===== config.mk =====
export PLATFORM = sky130hd
export DESIGN_NAME = quaternion_axis_angle_rotate
export DESIGN_NICKNAME = d
export VERILOG_FILES = /design/src/sv/qaar_pkg.sv /design/src/sv/qaar_cordic.sv /design/src/sv/qaar_isqrt.sv /design/src/sv/qaar_div.sv /design/src/sv/qaar_mac.sv /design/src/sv/quaternion_axis_angle_rotate.sv
export SDC_FILE = /design/constraint.sdc
export NUM_CORES = 2
export LEC_CHECK = 0
export BUFFER_PORTS_ARGS = -buffer_cell sky130_fd_sc_hd__buf_2
export CAP_MARGIN = 10
export CORE_MARGIN = 5
export CORE_UTILIZATION = 46
export CTS_CLUSTER_SIZE = 28
export DETAILED_ROUTE_END_ITERATION = 8
export PLACE_DENSITY = 0.63
export SLEW_MARGIN = 15
export SYNTH_ARGS = -nofsm -noshare
export SYNTH_HDL_FRONTEND = slang
export SYNTH_SLANG_ARGS = --single-unit

===== constraint.sdc =====
create_clock -name clk -period 13.1 [get_ports clk]
set_input_delay 2.62 -clock clk [delete_from_list [all_inputs] [get_ports clk]]
set_output_delay 2.62 -clock clk [all_outputs]
set_load 0.01 [all_outputs]

===== src/sv/qaar_pkg.sv =====
package qaar_pkg;

  localparam int COMP_WIDTH      = 16;
  localparam int TRIG_ITERATIONS = 16;
  localparam int FRAC_BITS       = COMP_WIDTH - 2;
  localparam int RQ              = 28;
  localparam int MB_W            = ((COMP_WIDTH > 16) ? COMP_WIDTH : 16) + 1;
  localparam int PW              = 32 + MB_W;
  localparam int ACC_W           = PW + 3;
  localparam int CW              = 34;
  localparam int OUT_SHR         = (COMP_WIDTH >= 16) ? COMP_WIDTH - 16 : 0;
  localparam int OUT_SHL         = (COMP_WIDTH < 16) ? 16 - COMP_WIDTH : 0;

  localparam logic signed [CW-1:0] CORDIC_GAIN  = 34'sd652032874;
  localparam logic signed [CW-1:0] QUARTER_TURN = 34'sd1073741824;
  localparam logic signed [CW-1:0] HALF_TURN    = 34'sd2147483648;

  typedef logic signed [COMP_WIDTH-1:0] comp_t;
  typedef logic signed [31:0]           op_a_t;
  typedef logic signed [MB_W-1:0]       op_b_t;
  typedef logic signed [ACC_W-1:0]      acc_t;
  typedef logic signed [CW-1:0]         cordic_t;

  typedef struct packed {
    logic               op;
    logic signed [15:0] axis_x;
    logic signed [15:0] axis_y;
    logic signed [15:0] axis_z;
    logic [15:0]        angle;
  } in_item_t;

  typedef struct packed {
    logic signed [15:0] quat_w_out;
    logic signed [15:0] quat_x_out;
    logic signed [15:0] quat_y_out;
    logic signed [15:0] quat_z_out;
    logic               zero_axis;
  } out_item_t;

  localparam logic OP_ROTATE   = 1'b0;
  localparam logic OP_IDENTITY = 1'b1;

  typedef enum logic [3:0] {
    ST_IDLE,
    ST_SQ_MUL,
    ST_SQ_ACC,
    ST_ROOT,
    ST_ROOT_WAIT,
    ST_NUM_MUL,
    ST_NUM_ACC,
    ST_DIV,
    ST_DIV_WAIT,
    ST_HAM_MUL,
    ST_HAM_ACC,
    ST_HAM_SAVE,
    ST_DONE
  } seq_state_t;

  typedef struct packed {
    logic mul_en;
    logic neg;
    logic acc_en;
    logic first;
  } mac_ctl_t;

  // Operand selects: a is 0 for the rotation scalar, 1..3 for the rotation
  // vector; b is 0 for the stored scalar, 1..3 for the stored vector.
  typedef struct packed {
    logic [1:0] a_sel;
    logic [1:0] b_sel;
    logic       neg;
  } ham_term_t;

  function automatic logic [30:0] atan_entry(input logic [4:0] i);
    logic [30:0] v;
    unique case (i)
      5'd0:  v = 31'd536870912;
      5'd1:  v = 31'd316933406;
      5'd2:  v = 31'd167458907;
      5'd3:  v = 31'd85004756;
      5'd4:  v = 31'd42667331;
      5'd5:  v = 31'd21354465;
      5'd6:  v = 31'd10679838;
      5'd7:  v = 31'd5340245;
      5'd8:  v = 31'd2670163;
      5'd9:  v = 31'd1335087;
      5'd10: v = 31'd667544;
      5'd11: v = 31'd333772;
      5'd12: v = 31'd166886;
      5'd13: v = 31'd83443;
      5'd14: v = 31'd41722;
      5'd15: v = 31'd20861;
      5'd16: v = 31'd10430;
      5'd17: v = 31'd5215;
      5'd18: v = 31'd2608;
      5'd19: v = 31'd1304;
      5'd20: v = 31'd652;
      5'd21: v = 31'd326;
      5'd22: v = 31'd163;
      5'd23: v = 31'd81;
      5'd24: v = 31'd41;
      5'd25: v = 31'd20;
      5'd26: v = 31'd10;
      5'd27: v = 31'd5;
      5'd28: v = 31'd3;
      5'd29: v = 31'd1;
      default: v = 31'd0;
    endcase
    return v;
  endfunction

  function automatic ham_term_t ham_sel(input logic [3:0] t);
    ham_term_t h;
    unique case (t)
      4'd0:  h = '{a_sel: 2'd0, b_sel: 2'd0, neg: 1'b0};
      4'd1:  h = '{a_sel: 2'd1, b_sel: 2'd1, neg: 1'b1};
      4'd2:  h = '{a_sel: 2'd2, b_sel: 2'd2, neg: 1'b1};
      4'd3:  h = '{a_sel: 2'd3, b_sel: 2'd3, neg: 1'b1};
      4'd4:  h = '{a_sel: 2'd1, b_sel: 2'd0, neg: 1'b0};
      4'd5:  h = '{a_sel: 2'd0, b_sel: 2'd1, neg: 1'b0};
      4'd6:  h = '{a_sel: 2'd3, b_sel: 2'd2, neg: 1'b0};
      4'd7:  h = '{a_sel: 2'd2, b_sel: 2'd3, neg: 1'b1};
      4'd8:  h = '{a_sel: 2'd2, b_sel: 2'd0, neg: 1'b0};
      4'd9:  h = '{a_sel: 2'd0, b_sel: 2'd2, neg: 1'b0};
      4'd10: h = '{a_sel: 2'd1, b_sel: 2'd3, neg: 1'b0};
      4'd11: h = '{a_sel: 2'd3, b_sel: 2'd1, neg: 1'b1};
      4'd12: h = '{a_sel: 2'd3, b_sel: 2'd0, neg: 1'b0};
      4'd13: h = '{a_sel: 2'd0, b_sel: 2'd3, neg: 1'b0};
      4'd14: h = '{a_sel: 2'd2, b_sel: 2'd1, neg: 1'b0};
      4'd15: h = '{a_sel: 2'd1, b_sel: 2'd2, neg: 1'b1};
      default: h = '{a_sel: 2'd0, b_sel: 2'd0, neg: 1'b0};
    endcase
    return h;
  endfunction

  // Round half up from the product scale and saturate to the state range.
  function automatic comp_t round_sat(input acc_t acc);
    acc_t v;
    acc_t hi;
    acc_t lo;
    v  = (acc + (acc_t'(1) <<< (RQ - 1))) >>> RQ;
    hi = (acc_t'(1) <<< (COMP_WIDTH - 1)) - acc_t'(1);
    lo = -(acc_t'(1) <<< (COMP_WIDTH - 1));
    if (v > hi) begin
      return comp_t'(hi);
    end else if (v < lo) begin
      return comp_t'(lo);
    end
    return comp_t'(v);
  endfunction

  function automatic logic signed [15:0] to_out(input comp_t v);
    logic signed [63:0] e;
    e = 64'(v);
    if (COMP_WIDTH >= 16) begin
      return 16'(e >>> OUT_SHR);
    end
    return 16'(e <<< OUT_SHL);
  endfunction

endpackage


===== src/sv/qaar_cordic.sv =====
module qaar_cordic (
  input  logic                clk,
  input  logic                rst_n,
  input  logic                start,
  input  logic [15:0]         angle,
  output logic                busy,
  output qaar_pkg::cordic_t   cos_q30,
  output qaar_pkg::cordic_t   sin_q30
);
  import qaar_pkg::*;

  cordic_t    x_r, y_r, z_r;
  cordic_t    z0;
  cordic_t    xs, ys, at;
  logic [4:0] it_r;
  logic       flip_r;
  logic       busy_r;

  assign z0 = CW'({angle, 15'd0});
  assign xs = x_r >>> it_r;
  assign ys = y_r >>> it_r;
  assign at = CW'({1'b0, atan_entry(it_r)});

  always_ff @(posedge clk) begin
    if (!rst_n) begin
      busy_r <= 1'b0;
    end else if (start) begin
      busy_r <= 1'b1;
    end else if (busy_r && (it_r == 5'(TRIG_ITERATIONS - 1))) begin
      busy_r <= 1'b0;
    end
  end

  always_ff @(posedge clk) begin
    if (start) begin
      x_r  <= CORDIC_GAIN;
      y_r  <= '0;
      it_r <= '0;
      if (z0 > QUARTER_TURN) begin
        z_r    <= HALF_TURN - z0;
        flip_r <= 1'b1;
      end else begin
        z_r    <= z0;
        flip_r <= 1'b0;
      end
    end else if (busy_r) begin
      if (z_r >= 0) begin
        x_r <= x_r - ys;
        y_r <= y_r + xs;
        z_r <= z_r - at;
      end else begin
        x_r <= x_r + ys;
        y_r <= y_r - xs;
        z_r <= z_r + at;
      end
      it_r <= it_r + 5'd1;
    end
  end

  assign busy    = busy_r;
  assign cos_q30 = flip_r ? -x_r : x_r;
  assign sin_q30 = y_r;

endmodule


===== src/sv/qaar_isqrt.sv =====
module qaar_isqrt (
  input  logic        clk,
  input  logic        rst_n,
  input  logic        start,
  input  logic [31:0] mag2,
  output logic        busy,
  output logic [31:0] root
);
  import qaar_pkg::*;

  logic [63:0] n_r, res_r, bit_r;
  logic [63:0] trial;
  logic        busy_r;

  assign trial = res_r + bit_r;

  always_ff @(posedge clk) begin
    if (!rst_n) begin
      busy_r <= 1'b0;
    end else if (start) begin
      busy_r <= 1'b1;
    end else if (busy_r && bit_r[0]) begin
      busy_r <= 1'b0;
    end
  end

  // Digit-by-digit root of mag2 scaled by 2^32, one result bit per cycle.
  always_ff @(posedge clk) begin
    if (start) begin
      n_r   <= {mag2, 32'd0};
      res_r <= '0;
      bit_r <= 64'd1 << 62;
    end else if (busy_r) begin
      if (n_r >= trial) begin
        n_r   <= n_r - trial;
        res_r <= (res_r >> 1) + bit_r;
      end else begin
        res_r <= res_r >> 1;
      end
      bit_r <= bit_r >> 2;
    end
  end

  assign busy = busy_r;
  assign root = res_r[31:0];

endmodule


===== src/sv/qaar_div.sv =====
module qaar_div (
  input  logic        clk,
  input  logic        rst_n,
  input  logic        start,
  input  logic [63:0] numer,
  input  logic [31:0] den,
  output logic        busy,
  output logic [31:0] quo
);
  import qaar_pkg::*;

  logic [31:0] rem_r, nlo_r, quo_r;
  logic [4:0]  cnt_r;
  logic        busy_r;
  logic [32:0] t;
  logic        ge;

  assign t  = {rem_r, nlo_r[31]};
  assign ge = t >= {1'b0, den};

  always_ff @(posedge clk) begin
    if (!rst_n) begin
      busy_r <= 1'b0;
    end else if (start) begin
      busy_r <= 1'b1;
    end else if (busy_r && (cnt_r == 5'd31)) begin
      busy_r <= 1'b0;
    end
  end

  // Restoring division; the quotient is known to fit in 32 bits.
  always_ff @(posedge clk) begin
    if (start) begin
      rem_r <= numer[63:32];
      nlo_r <= numer[31:0];
      quo_r <= '0;
      cnt_r <= '0;
    end else if (busy_r) begin
      rem_r <= ge ? 32'(t - {1'b0, den}) : t[31:0];
      nlo_r <= nlo_r << 1;
      quo_r <= {quo_r[30:0], ge};
      cnt_r <= cnt_r + 5'd1;
    end
  end

  assign busy = busy_r;
  assign quo  = quo_r;

endmodule


===== src/sv/qaar_mac.sv =====
module qaar_mac (
  input  logic               clk,
  input  qaar_pkg::mac_ctl_t ctl,
  input  qaar_pkg::op_a_t    op_a,
  input  qaar_pkg::op_b_t    op_b,
  output qaar_pkg::acc_t     acc
);
  import qaar_pkg::*;

  logic signed [PW-1:0] prod;
  logic signed [PW-1:0] prod_r;
  logic                 neg_r;
  acc_t                 acc_r;
  acc_t                 term;

  assign prod = op_a * op_b;
  assign term = neg_r ? -acc_t'(prod_r) : acc_t'(prod_r);

  always_ff @(posedge clk) begin
    if (ctl.mul_en) begin
      prod_r <= prod;
      neg_r  <= ctl.neg;
    end
    if (ctl.acc_en) begin
      acc_r <= (ctl.first ? acc_t'(0) : acc_r) + term;
    end
  end

  assign acc = acc_r;

endmodule


===== src/sv/quaternion_axis_angle_rotate.sv =====
// Orientation quaternion rotator. The block holds an orientation quaternion
// in signed Q1.14, identity after reset, and composes it with the rotation
// given by each rotate transaction (an axis of any scale and a binary angle
// where 65536 is one turn) as the Hamilton product q times r. An identity
// transaction restores the identity quaternion. A rotate transaction with
// an all-zero axis leaves the state alone and sets zero_axis. Every input
// transaction produces exactly one output transaction carrying the state
// after the step. Items are processed one at a time: in_stall is high from
// acceptance until the result has been loaded into the output register. An
// identity or zero-axis item bypasses the square root, the CORDIC, the
// divider and the Hamilton product; a rotation runs the bit-serial divider
// once for each of the three axis components and the square root, which
// overlaps the CORDIC. One shared multiplier with a registered product and
// accumulator forms the squared axis length, the dividends and the sixteen
// terms of the Hamilton product.
module quaternion_axis_angle_rotate (
  input  logic                clk,
  input  logic                rst_n,
  input  logic                in_valid,
  output logic                in_stall,
  input  qaar_pkg::in_item_t  in_data,
  output logic                out_valid,
  input  logic                out_stall,
  output qaar_pkg::out_item_t out_data
);
  import qaar_pkg::*;

  seq_state_t state_r, state_nxt;

  in_item_t   item_r;
  logic [3:0] term_r;
  comp_t      q_w_r;
  comp_t      q_v_r [3];
  comp_t      nq_r  [3];
  op_a_t      u_r   [3];
  op_a_t      rw_r;
  op_a_t      s_r;
  logic [31:0] len_r;
  logic       flag_r;
  logic       num_neg_r;
  out_item_t  out_r;
  logic       out_valid_r;

  mac_ctl_t   mac_ctl;
  op_a_t      op_a;
  op_b_t      op_b;
  acc_t       acc;
  logic       sqrt_go, cordic_go, div_go;
  logic       sqrt_busy, cordic_busy, div_busy;
  logic [31:0] root;
  logic [31:0] quo;
  cordic_t    cos_q30, sin_q30;
  logic [63:0] div_numer;
  logic       in_take;
  logic       out_load;
  logic signed [15:0] axis_k;
  ham_term_t  hs;
  logic signed [32:0] q_signed;
  comp_t      rs;

  assign in_stall = (state_r != ST_IDLE);
  assign in_take  = in_valid && !in_stall;
  assign out_load = (state_r == ST_DONE) && (!out_valid_r || !out_stall);

  // Axis component for the current index of the per-component loops.
  always_comb begin
    unique case (term_r[1:0])
      2'd0:    axis_k = item_r.axis_x;
      2'd1:    axis_k = item_r.axis_y;
      default: axis_k = item_r.axis_z;
    endcase
  end

  assign hs        = ham_sel(term_r);
  // The divider works on magnitudes; the sign of the dividend is taken from
  // the accumulator directly because num_neg_r only settles at the start edge.
  assign div_numer = 64'(acc[ACC_W-1] ? -acc : acc) << 16;
  assign q_signed  = num_neg_r ? -{1'b0, quo} : {1'b0, quo};
  assign rs        = round_sat(acc);

  qaar_mac u_mac (
    .clk  (clk),
    .ctl  (mac_ctl),
    .op_a (op_a),
    .op_b (op_b),
    .acc  (acc)
  );

  qaar_isqrt u_isqrt (
    .clk   (clk),
    .rst_n (rst_n),
    .start (sqrt_go),
    .mag2  (acc[31:0]),
    .busy  (sqrt_busy),
    .root  (root)
  );

  qaar_cordic u_cordic (
    .clk     (clk),
    .rst_n   (rst_n),
    .start   (cordic_go),
    .angle   (item_r.angle),
    .busy    (cordic_busy),
    .cos_q30 (cos_q30),
    .sin_q30 (sin_q30)
  );

  qaar_div u_div (
    .clk   (clk),
    .rst_n (rst_n),
    .start (div_go),
    .numer (div_numer),
    .den   (len_r),
    .busy  (div_busy),
    .quo   (quo)
  );

  // Next-state logic of the sequencer.
  always_comb begin
    state_nxt = state_r;
    unique case (state_r)
      ST_IDLE: begin
        if (in_valid) begin
          state_nxt = (in_data.op == OP_IDENTITY) ? ST_DONE : ST_SQ_MUL;
        end
      end
      ST_SQ_MUL:  state_nxt = ST_SQ_ACC;
      ST_SQ_ACC:  state_nxt = (term_r == 4'd2) ? ST_ROOT : ST_SQ_MUL;
      ST_ROOT:    state_nxt = (acc == acc_t'(0)) ? ST_DONE : ST_ROOT_WAIT;
      ST_ROOT_WAIT: begin
        if (!sqrt_busy && !cordic_busy) begin
          state_nxt = ST_NUM_MUL;
        end
      end
      ST_NUM_MUL: state_nxt = ST_NUM_ACC;
      ST_NUM_ACC: state_nxt = ST_DIV;
      ST_DIV:     state_nxt = ST_DIV_WAIT;
      ST_DIV_WAIT: begin
        if (!div_busy) begin
          state_nxt = (term_r == 4'd2) ? ST_HAM_MUL : ST_NUM_MUL;
        end
      end
      ST_HAM_MUL: state_nxt = ST_HAM_ACC;
      ST_HAM_ACC: state_nxt = (term_r[1:0] == 2'd3) ? ST_HAM_SAVE : ST_HAM_MUL;
      ST_HAM_SAVE: state_nxt = (term_r == 4'd15) ? ST_DONE : ST_HAM_MUL;
      ST_DONE: begin
        if (!out_valid_r || !out_stall) begin
          state_nxt = ST_IDLE;
        end
      end
      default: state_nxt = ST_IDLE;
    endcase
  end

  // Control outputs of the sequencer: multiplier operands, unit starts.
  always_comb begin
    mac_ctl   = '0;
    op_a      = '0;
    op_b      = '0;
    sqrt_go   = 1'b0;
    cordic_go = 1'b0;
    div_go    = 1'b0;
    unique case (state_r)
      ST_SQ_MUL: begin
        op_a           = op_a_t'(axis_k);
        op_b           = op_b_t'(axis_k);
        mac_ctl.mul_en = 1'b1;
      end
      ST_SQ_ACC: begin
        mac_ctl.acc_en = 1'b1;
        mac_ctl.first  = (term_r == 4'd0);
      end
      ST_ROOT: begin
        sqrt_go   = (acc != acc_t'(0));
        cordic_go = (acc != acc_t'(0));
      end
      ST_NUM_MUL: begin
        op_a           = s_r;
        op_b           = op_b_t'(axis_k);
        mac_ctl.mul_en = 1'b1;
      end
      ST_NUM_ACC: begin
        mac_ctl.acc_en = 1'b1;
        mac_ctl.first  = 1'b1;
      end
      ST_DIV: div_go = 1'b1;
      ST_HAM_MUL: begin
        op_a           = (hs.a_sel == 2'd0) ? rw_r : u_r[2'(hs.a_sel - 2'd1)];
        op_b           = (hs.b_sel == 2'd0) ? op_b_t'(q_w_r)
                                            : op_b_t'(q_v_r[2'(hs.b_sel - 2'd1)]);
        mac_ctl.mul_en = 1'b1;
        mac_ctl.neg    = hs.neg;
      end
      ST_HAM_ACC: begin
        mac_ctl.acc_en = 1'b1;
        mac_ctl.first  = (term_r[1:0] == 2'd0);
      end
      default: begin
      end
    endcase
  end

  always_ff @(posedge clk) begin
    if (!rst_n) begin
      state_r     <= ST_IDLE;
      out_valid_r <= 1'b0;
      q_w_r       <= comp_t'(1) <<< FRAC_BITS;
      q_v_r[0]    <= '0;
      q_v_r[1]    <= '0;
      q_v_r[2]    <= '0;
    end else begin
      state_r <= state_nxt;
      if (out_load) begin
        out_valid_r <= 1'b1;
      end else if (!out_stall) begin
        out_valid_r <= 1'b0;
      end
      if (in_take && (in_data.op == OP_IDENTITY)) begin
        q_w_r    <= comp_t'(1) <<< FRAC_BITS;
        q_v_r[0] <= '0;
        q_v_r[1] <= '0;
        q_v_r[2] <= '0;
      end
      // The new state is committed only after all sixteen terms have used
      // the old one.
      if ((state_r == ST_HAM_SAVE) && (term_r == 4'd15)) begin
        q_w_r    <= nq_r[0];
        q_v_r[0] <= nq_r[1];
        q_v_r[1] <= nq_r[2];
        q_v_r[2] <= rs;
      end
    end
  end

  // Working registers of the sequencer.
  always_ff @(posedge clk) begin
    unique case (state_r)
      ST_IDLE: begin
        if (in_take) begin
          item_r <= in_data;
          term_r <= '0;
          flag_r <= 1'b0;
        end
      end
      ST_SQ_ACC: term_r <= (term_r == 4'd2) ? 4'd0 : term_r + 4'd1;
      ST_ROOT: begin
        if (acc == acc_t'(0)) begin
          flag_r <= 1'b1;
        end
      end
      ST_ROOT_WAIT: begin
        len_r <= root;
        s_r   <= op_a_t'(sin_q30);
        rw_r  <= op_a_t'((cos_q30 + cordic_t'(2)) >>> 2);
      end
      ST_DIV: num_neg_r <= acc[ACC_W-1];
      ST_DIV_WAIT: begin
        if (!div_busy) begin
          u_r[term_r[1:0]] <= op_a_t'((q_signed + 33'sd2) >>> 2);
          term_r           <= (term_r == 4'd2) ? 4'd0 : term_r + 4'd1;
        end
      end
      ST_HAM_ACC: begin
        if (term_r[1:0] != 2'd3) begin
          term_r <= term_r + 4'd1;
        end
      end
      ST_HAM_SAVE: begin
        if (term_r[3:2] != 2'd3) begin
          nq_r[term_r[3:2]] <= rs;
        end
        term_r <= term_r + 4'd1;
      end
      ST_DONE: begin
        if (out_load) begin
          out_r.quat_w_out <= to_out(q_w_r);
          out_r.quat_x_out <= to_out(q_v_r[0]);
          out_r.quat_y_out <= to_out(q_v_r[1]);
          out_r.quat_z_out <= to_out(q_v_r[2]);
          out_r.zero_axis  <= flag_r;
        end
      end
      default: begin
      end
    endcase
  end

  assign out_valid = out_valid_r;
  assign out_data  = out_r;

endmodule


# == After elaboration in Yosys (flattened, before gate mapping) ==
# Memories as Yosys holds them, arrays and structs flattened. A register that Yosys moved wholly into a read port is not among the register bits.
# Cells that the tools add are included.
# totals
n_memories,5
latchBits,0
mem_bits_ro,1040
ramBits,192
output_inout_bits,67
ff_bits,662
in_bits,69
# op_classes
reduce_logical,41
order_cmp,6
n_addsub,24
div,0
mux,86
shifts,2
mul,1
n_bitwise,6
n_eq_ne,28
# memory_table
name,words,width,read_ports,rd_ports_with_merged_regs,write_ports,line,text
(no name shown),32,30,1,1,0,qaar_pkg.sv:76,unique case (i)
u_r,3,32,1,0,1,quaternion_axis_angle_rotate.sv:35,op_a_t u_r [3];
(no name shown),16,5,1,1,0,qaar_pkg.sv:114,unique case (t)
nq_r,3,16,3,0,1,quaternion_axis_angle_rotate.sv:34,comp_t nq_r [3];
q_v_r,3,16,4,3,3,quaternion_axis_angle_rotate.sv:33,comp_t q_v_r [3];
# ops
op,n
two-way mux 64 bit,4
two-way mux 34 bit,7
two-way mux 32 bit,6
two-way mux 16 bit,11
two-way mux 52 bit,2
one-hot mux 32 bit (3 select lines),1
adder 34 bit,2
>>> shifter 34 x 5 -> 34 bit,2
subtractor 34 bit,2
adder 63 x 63 -> 64 bit,1
adder 64 x 63 -> 64 bit,1
greater-or-equal comparator 64 bit,1
subtractor 64 bit,1
"adder 52 x 29 -> 52 bit, second input constant",1
adder 52 bit,1
zero test 52 bit,1
negator 49 -> 52 bit,1
one-hot mux 4 bit (13 select lines),1
nonzero test 52 bit,1
multiplier 32 x 17 -> 49 bit,1
two-way mux 4 bit,12
two-way mux 48 bit,1
negator 48 bit,1
"adder 34 x 3 -> 34 bit, second input constant",1
other kinds (50),131

# == Longest topological paths before layout ==
# depth
depth_word,9
depth_mapped,38
depth_no_buf,32

# == Cells and area by module ==
# Synthesis repeated with hierarchy kept, for this count alone.
# unflattened
hier_cells,9333
area_unflattened_um2,86266.5
# modules_own_cells
mod,cells_each,area_each_um2,n_inst
qaar_mac,2867,26271.4,1
quaternion_axis_angle_rotate,1679,20763.7,1
qaar_cordic,2182,18131.1,1
qaar_isqrt,1964,14929.3,1
qaar_div,641,6170.9,1

# == Least setup slack after synthesis ==
# Ideal clock, no wire load.
# synth_path
path_type,reg-to-reg
start,register hs[3] (netlist name)
end,register u_mac.prod_r[44] (data pin)
period_less_slack_ps,9357
setup_time_ps,174
arrival_ps,9183
slack_ps,3743
required_ps,12926
n_path_buf,6
path_stages_with_launch,36
path_cell_list,dfxtp_1 -> clkbuf_1 -> buf_1 -> clkbuf_1 -> inv_1 -> ha_1 -> clkbuf_1 -> clkbuf_1 -> buf_1 -> nand2_1 -> o21ai_0 -> o21ai_0 -> a21oi_1 -> nor2_1 -> fa_1 -> inv_1 -> fa_1 -> fa_1 -> inv_1 -> fa_1 -> fa_1 -> inv_1 -> fa_1 -> inv_1 -> ha_1 -> a21o_1 -> a21o_1 -> a2111oi_0 -> o31ai_1 -> nand3_1 -> nand2_1 -> a221o_1 -> a21bo_2 -> o21ai_0 -> nand2_1 -> a311oi_1
# synth_via
elab_chain_len,5
word_cells_on_any_way,6
cone_classes,add/sub: 1; mul: 1; mux: 2; reduce/logical: 1; memory: 1
# synth_rtl
element,line,text
subtractor 2 x 1 -> 2 bit,quaternion_axis_angle_rotate.sv:188,op_a = (hs.a_sel == 2'd0) ? rw_r : u_r[2'(hs.a_sel - 2'd1)];
memory read (3 x 32 bit),n/a,
two-way mux 32 bit (*),quaternion_axis_angle_rotate.sv:188,
one-hot mux 32 bit (3 select lines) (*),quaternion_axis_angle_rotate.sv:163,unique case (state_r)
multiplier 32 x 17 -> 49 bit (*),qaar_mac.sv:16,assign prod = op_a * op_b;
net u_mac.prod[44],qaar_mac.sv:10,logic signed [PW-1:0] prod;
end signal: assignment,qaar_mac.sv:21,prod_r <= prod;
end: declaration,qaar_mac.sv:11,logic signed [PW-1:0] prod_r;
# Mark *: on every way through the listed nets, which the timed path passes. The rest lies on a longest branch.
# A chain may end at the register's enable or synchronous reset.

# == Worst setup path in the final report ==
# layout_path
start,register hs[1] (netlist name)
end,register u_mac.prod_r[44] (data pin)
# layout_via
elab_chain_len,5
word_cells_on_any_way,6
cone_classes,add/sub: 1; mul: 1; mux: 2; reduce/logical: 1; memory: 1
# layout_rtl
element,line,text
subtractor 2 x 1 -> 2 bit,quaternion_axis_angle_rotate.sv:190,: op_b_t'(q_v_r[2'(hs.b_sel - 2'd1)]);
memory read (3 x 16 bit),n/a,
two-way mux 17 bit (*),quaternion_axis_angle_rotate.sv:189,op_b = (hs.b_sel == 2'd0) ? op_b_t'(q_w_r)
one-hot mux 17 bit (2 select lines) (*),quaternion_axis_angle_rotate.sv:163,
multiplier 32 x 17 -> 49 bit (*),qaar_mac.sv:16,
net u_mac.prod[44],qaar_mac.sv:10,
# Marked as above.

==> flow_summary.toml <==
[global_routing]
grt_start_max_net_pins = 147
overflow = 0
grt_pass1_vias = 67100
grtUsageTotal_pct = 27.3
grt_pass1_wl_mm = 409
antenna_found_initial = 11

[cells_and_area]
layoutNonFillerInstCount = 11600
fillers = 17000
area_delta_synth_final_pct = 8.23
drive_gt1_share_pct = 8.08
final_common_cell = "nand2_1"
fin_util_pct = 49.9
multi_input_area_um2 = 54400
nets = 10200
layout_common_cells = "nand2_1, nor2_1, inv_1, edfxtp_1, o21ai_0"
regArea_um2 = 25100

[cts]
path_clk_slew_ns = 0.06
tritoncts = "done"
post_cts_resized = 0
postCtsHoldBufs = 0
cts.sink_count = 934
post_cts_buffers = 0
clkLatencyLatePin_ns = 0.80
htree_levels = 3
cts.path.max_buffers = 3
cts_buffers = 110
root_buffer = "clkbuf_16"

[synthesis]
syn_inst = 9275
synth_area_per_cell_um2 = 9.06
ys_warn_count = 0
syn-cell-area_um2 = 84100
syn_nets = 10300
synth-edff-count = 637
synth_cell_types = 99
async_flop_share_pct = 0
yosysTopAreaCell = "edfxtp_1"
synth_ff_type = "edfxtp_1"
synth_top_area_share_pct = 22.8
yosys-top-cells-area = "edfxtp_1, fa_1, dfxtp_1"
ys_ff_latch = 934
seq_area_frac_synth_pct = 29.8

[setup_path]
crit-reg2reg-capture = "u_mac.prod_r[44]$_DFFE_PN_"
rrSetupSlack_ns = 2.66
crit_path_start_kind = "register"
cp_top_family = "adder cells"
required_ns = 13.69
cp_slowest_cell = "dfxtp_1"
cp-end-kind = "register"
crit_top_cell = "fa_1"
path_buf_inv = 6
critPathArrivalTime_ns = 11.02
r2r-start = "hs[1]$_DFF_P_"
rr_worst_depth = 30
path_depth = 30
crit_path_max_incr_delay_ns = 1.01
path_max_fanout = 32
crit_type = "register to register"

[pwr]
p_leak_nw = 37.4
ir_drop_uv = 212
total_power_w = 0.0219
powerDensity_nw_per_um2 = 240

[floorplan]
die_x_um = 438
die-area_um2 = 191000
pin_count = 136
die_h_um = 438
fp-row-count = 157
core_area_um2 = 182000
start_util_pct = 46.1

[timing]
fmaxAchievable_mhz = 95.8
worst_pin_slew_ns = 1.23
min_period_ns = 10.44
fin_skew_ns = 0.0589
rsz0062_at_grt = "false"
slew_viol_final = 0
post-route-period-util_pct = 79.7
hold_viol_final = 0
tns_ns = 0
finalSetupViolCount = 0
whs_ns = 0.428
relSlewSlack_pct = 17.3

[routing]
drt_wl_total_mm = 268
wl_per_cell_um = 23.0
ant_nets = 0
viasPerCell = 5.96
drcViolationCount = 0
drt-initial-drc-count = 6822
vias = 69300
dr.pass1.iters = 8

[run_status]
status = "finished, final reports clean"

[place]
place_hpwl_mm = 205
gp_congestion = 1.00
post-place-cells = 11400
io_buffers = 135

[min_path]
hold_path_class = "register to register"
hp-start = "flag_r$_DFFE_PP_"
worstHoldEndpoint = "out_data[0]$_DFFE_PP_"
holdPathStages = 0

[flow_run]
cap_violations = 0
[per-stage QoR]
step           cell area (um^2)  setup WS, ns
3_3_place_gp              87000          2.92
5_1_grt                   91000          1.97
2_1_floorplan             84100          3.74
6_report                  91000          2.66
4_1_cts                   91000          2.69
3_5_place_dp              87000          2.77
[worst register-to-register path, delay by kind of cell (launching register included)]
| kind | cells | cell delay (ns) |
|---|---|---|
| adders and majority gates | 8 | 4.33 |
| AOI/OAI and AO/OA | 11 | 3.50 |
| DFF | 1 | 1.01 |
| buffers and inverters | 6 | 0.77 |
| and+or+nand+nor | 5 | 0.63 |
[area by class of cell]
cell class              count  area share (%)
inverters                 739            3.06
flip-flops and latches    934            27.6
repair buffers            267            1.85
clock buffers             138            3.31
clock inverters            72            1.09
diodes                      8          0.0220
well taps                2385            3.28
multi-input cells        7084            59.8
[how the worst max path moves through the flow]
stage / end / from / slack [ns]
after floorplan: u_mac.prod_r[44]$_DFFE_PN_ / hs[3]$_DFF_P_ / 3.74
after global placement: u_mac.prod_r[44]$_DFFE_PN_ / term_r[0]$_DFFE_PP_ / 2.92
after detailed placement: u_mac.prod_r[48]$_DFFE_PN_ / hs[1]$_DFF_P_ / 2.77
after CTS: u_mac.prod_r[48]$_DFFE_PN_ / hs[1]$_DFF_P_ / 2.69
after global routing: u_mac.prod_r[48]$_DFFE_PN_ / hs[1]$_DFF_P_ / 1.97
final: u_mac.prod_r[44]$_DFFE_PN_ / hs[1]$_DFF_P_ / 2.66
[flip-flops by register name (all words and copies together) (netlist names), 5 cells and up]
name / flops
u_div.rem_r: 32
nq_r: 48
u_div.cnt_r: 5
u_div.quo: 32
hs: 5
out_data: 65
len_r: 32
u_isqrt.res_r: 64
u_cordic.at: 30
u_mac.acc: 52
u_cordic.it_r: 5
u_div.nlo_r: 16
u_isqrt.n_r: 64
u_cordic.x_r: 34
u_cordic.z_r: 34
item_r: 64
rw_r: 32
u_mac.prod_r: 49
s_r: 32
q_v_r: 48
u_isqrt.bit_r: 32
u_cordic.sin_q30: 34
u_r: 93
q_w_r: 16
[metal layers]
| layer | up-vias | routed length [um] | track usage (%) |
|---|---|---|---|
| met1 | 33900 | 113000 | 36.6 |
| met2 | 2598 | 121000 | 43.3 |
| li1 | 32300 | - | - |
| met5 | - | 0 | 0 |
| met3 | 519 | 20100 | 4.60 |
| met4 | 0 | 13700 | 12.7 |
[cell usage after synthesis, drive strengths merged (78+ instances only)]
library cell  number
ha               458
clkbuf           435
nand4             79
dfxtp            297
nor2b            121
nand2            934
nand2b           138
nand3            163
inv              735
nor2             870
xnor2            416
o21ai            585
buf               83
o31ai            108
a31oi            124
or3               78
a21o             186
mux2i            225
nor3             119
and3              99
a211oi            82
a21oi            546
xor2             268
fa               528
edfxtp           637
mux4              86
[power by group]
part | switching, W | leakage, nW | internal, W | total [W]
sequential | 0.000967 | 8.39 | 0.00418 | 0.00514
clock | 0.00139 | 1.91 | 0.00197 | 0.00336
combinational | 0.00829 | 27.1 | 0.00506 | 0.0134
total | 0.0106 | 37.4 | 0.0112 | 0.0219
[kinds of logic after synthesis]
logic type,share of synthesized area [%]
simple gates,15.8
xor+xnor,7.13
fa+ha+maj,19.4
compound gates,16.5
buf+inv,5.74
mux,5.63
flops,29.8
No activity file was read; power rests on OpenSTA's default activity.
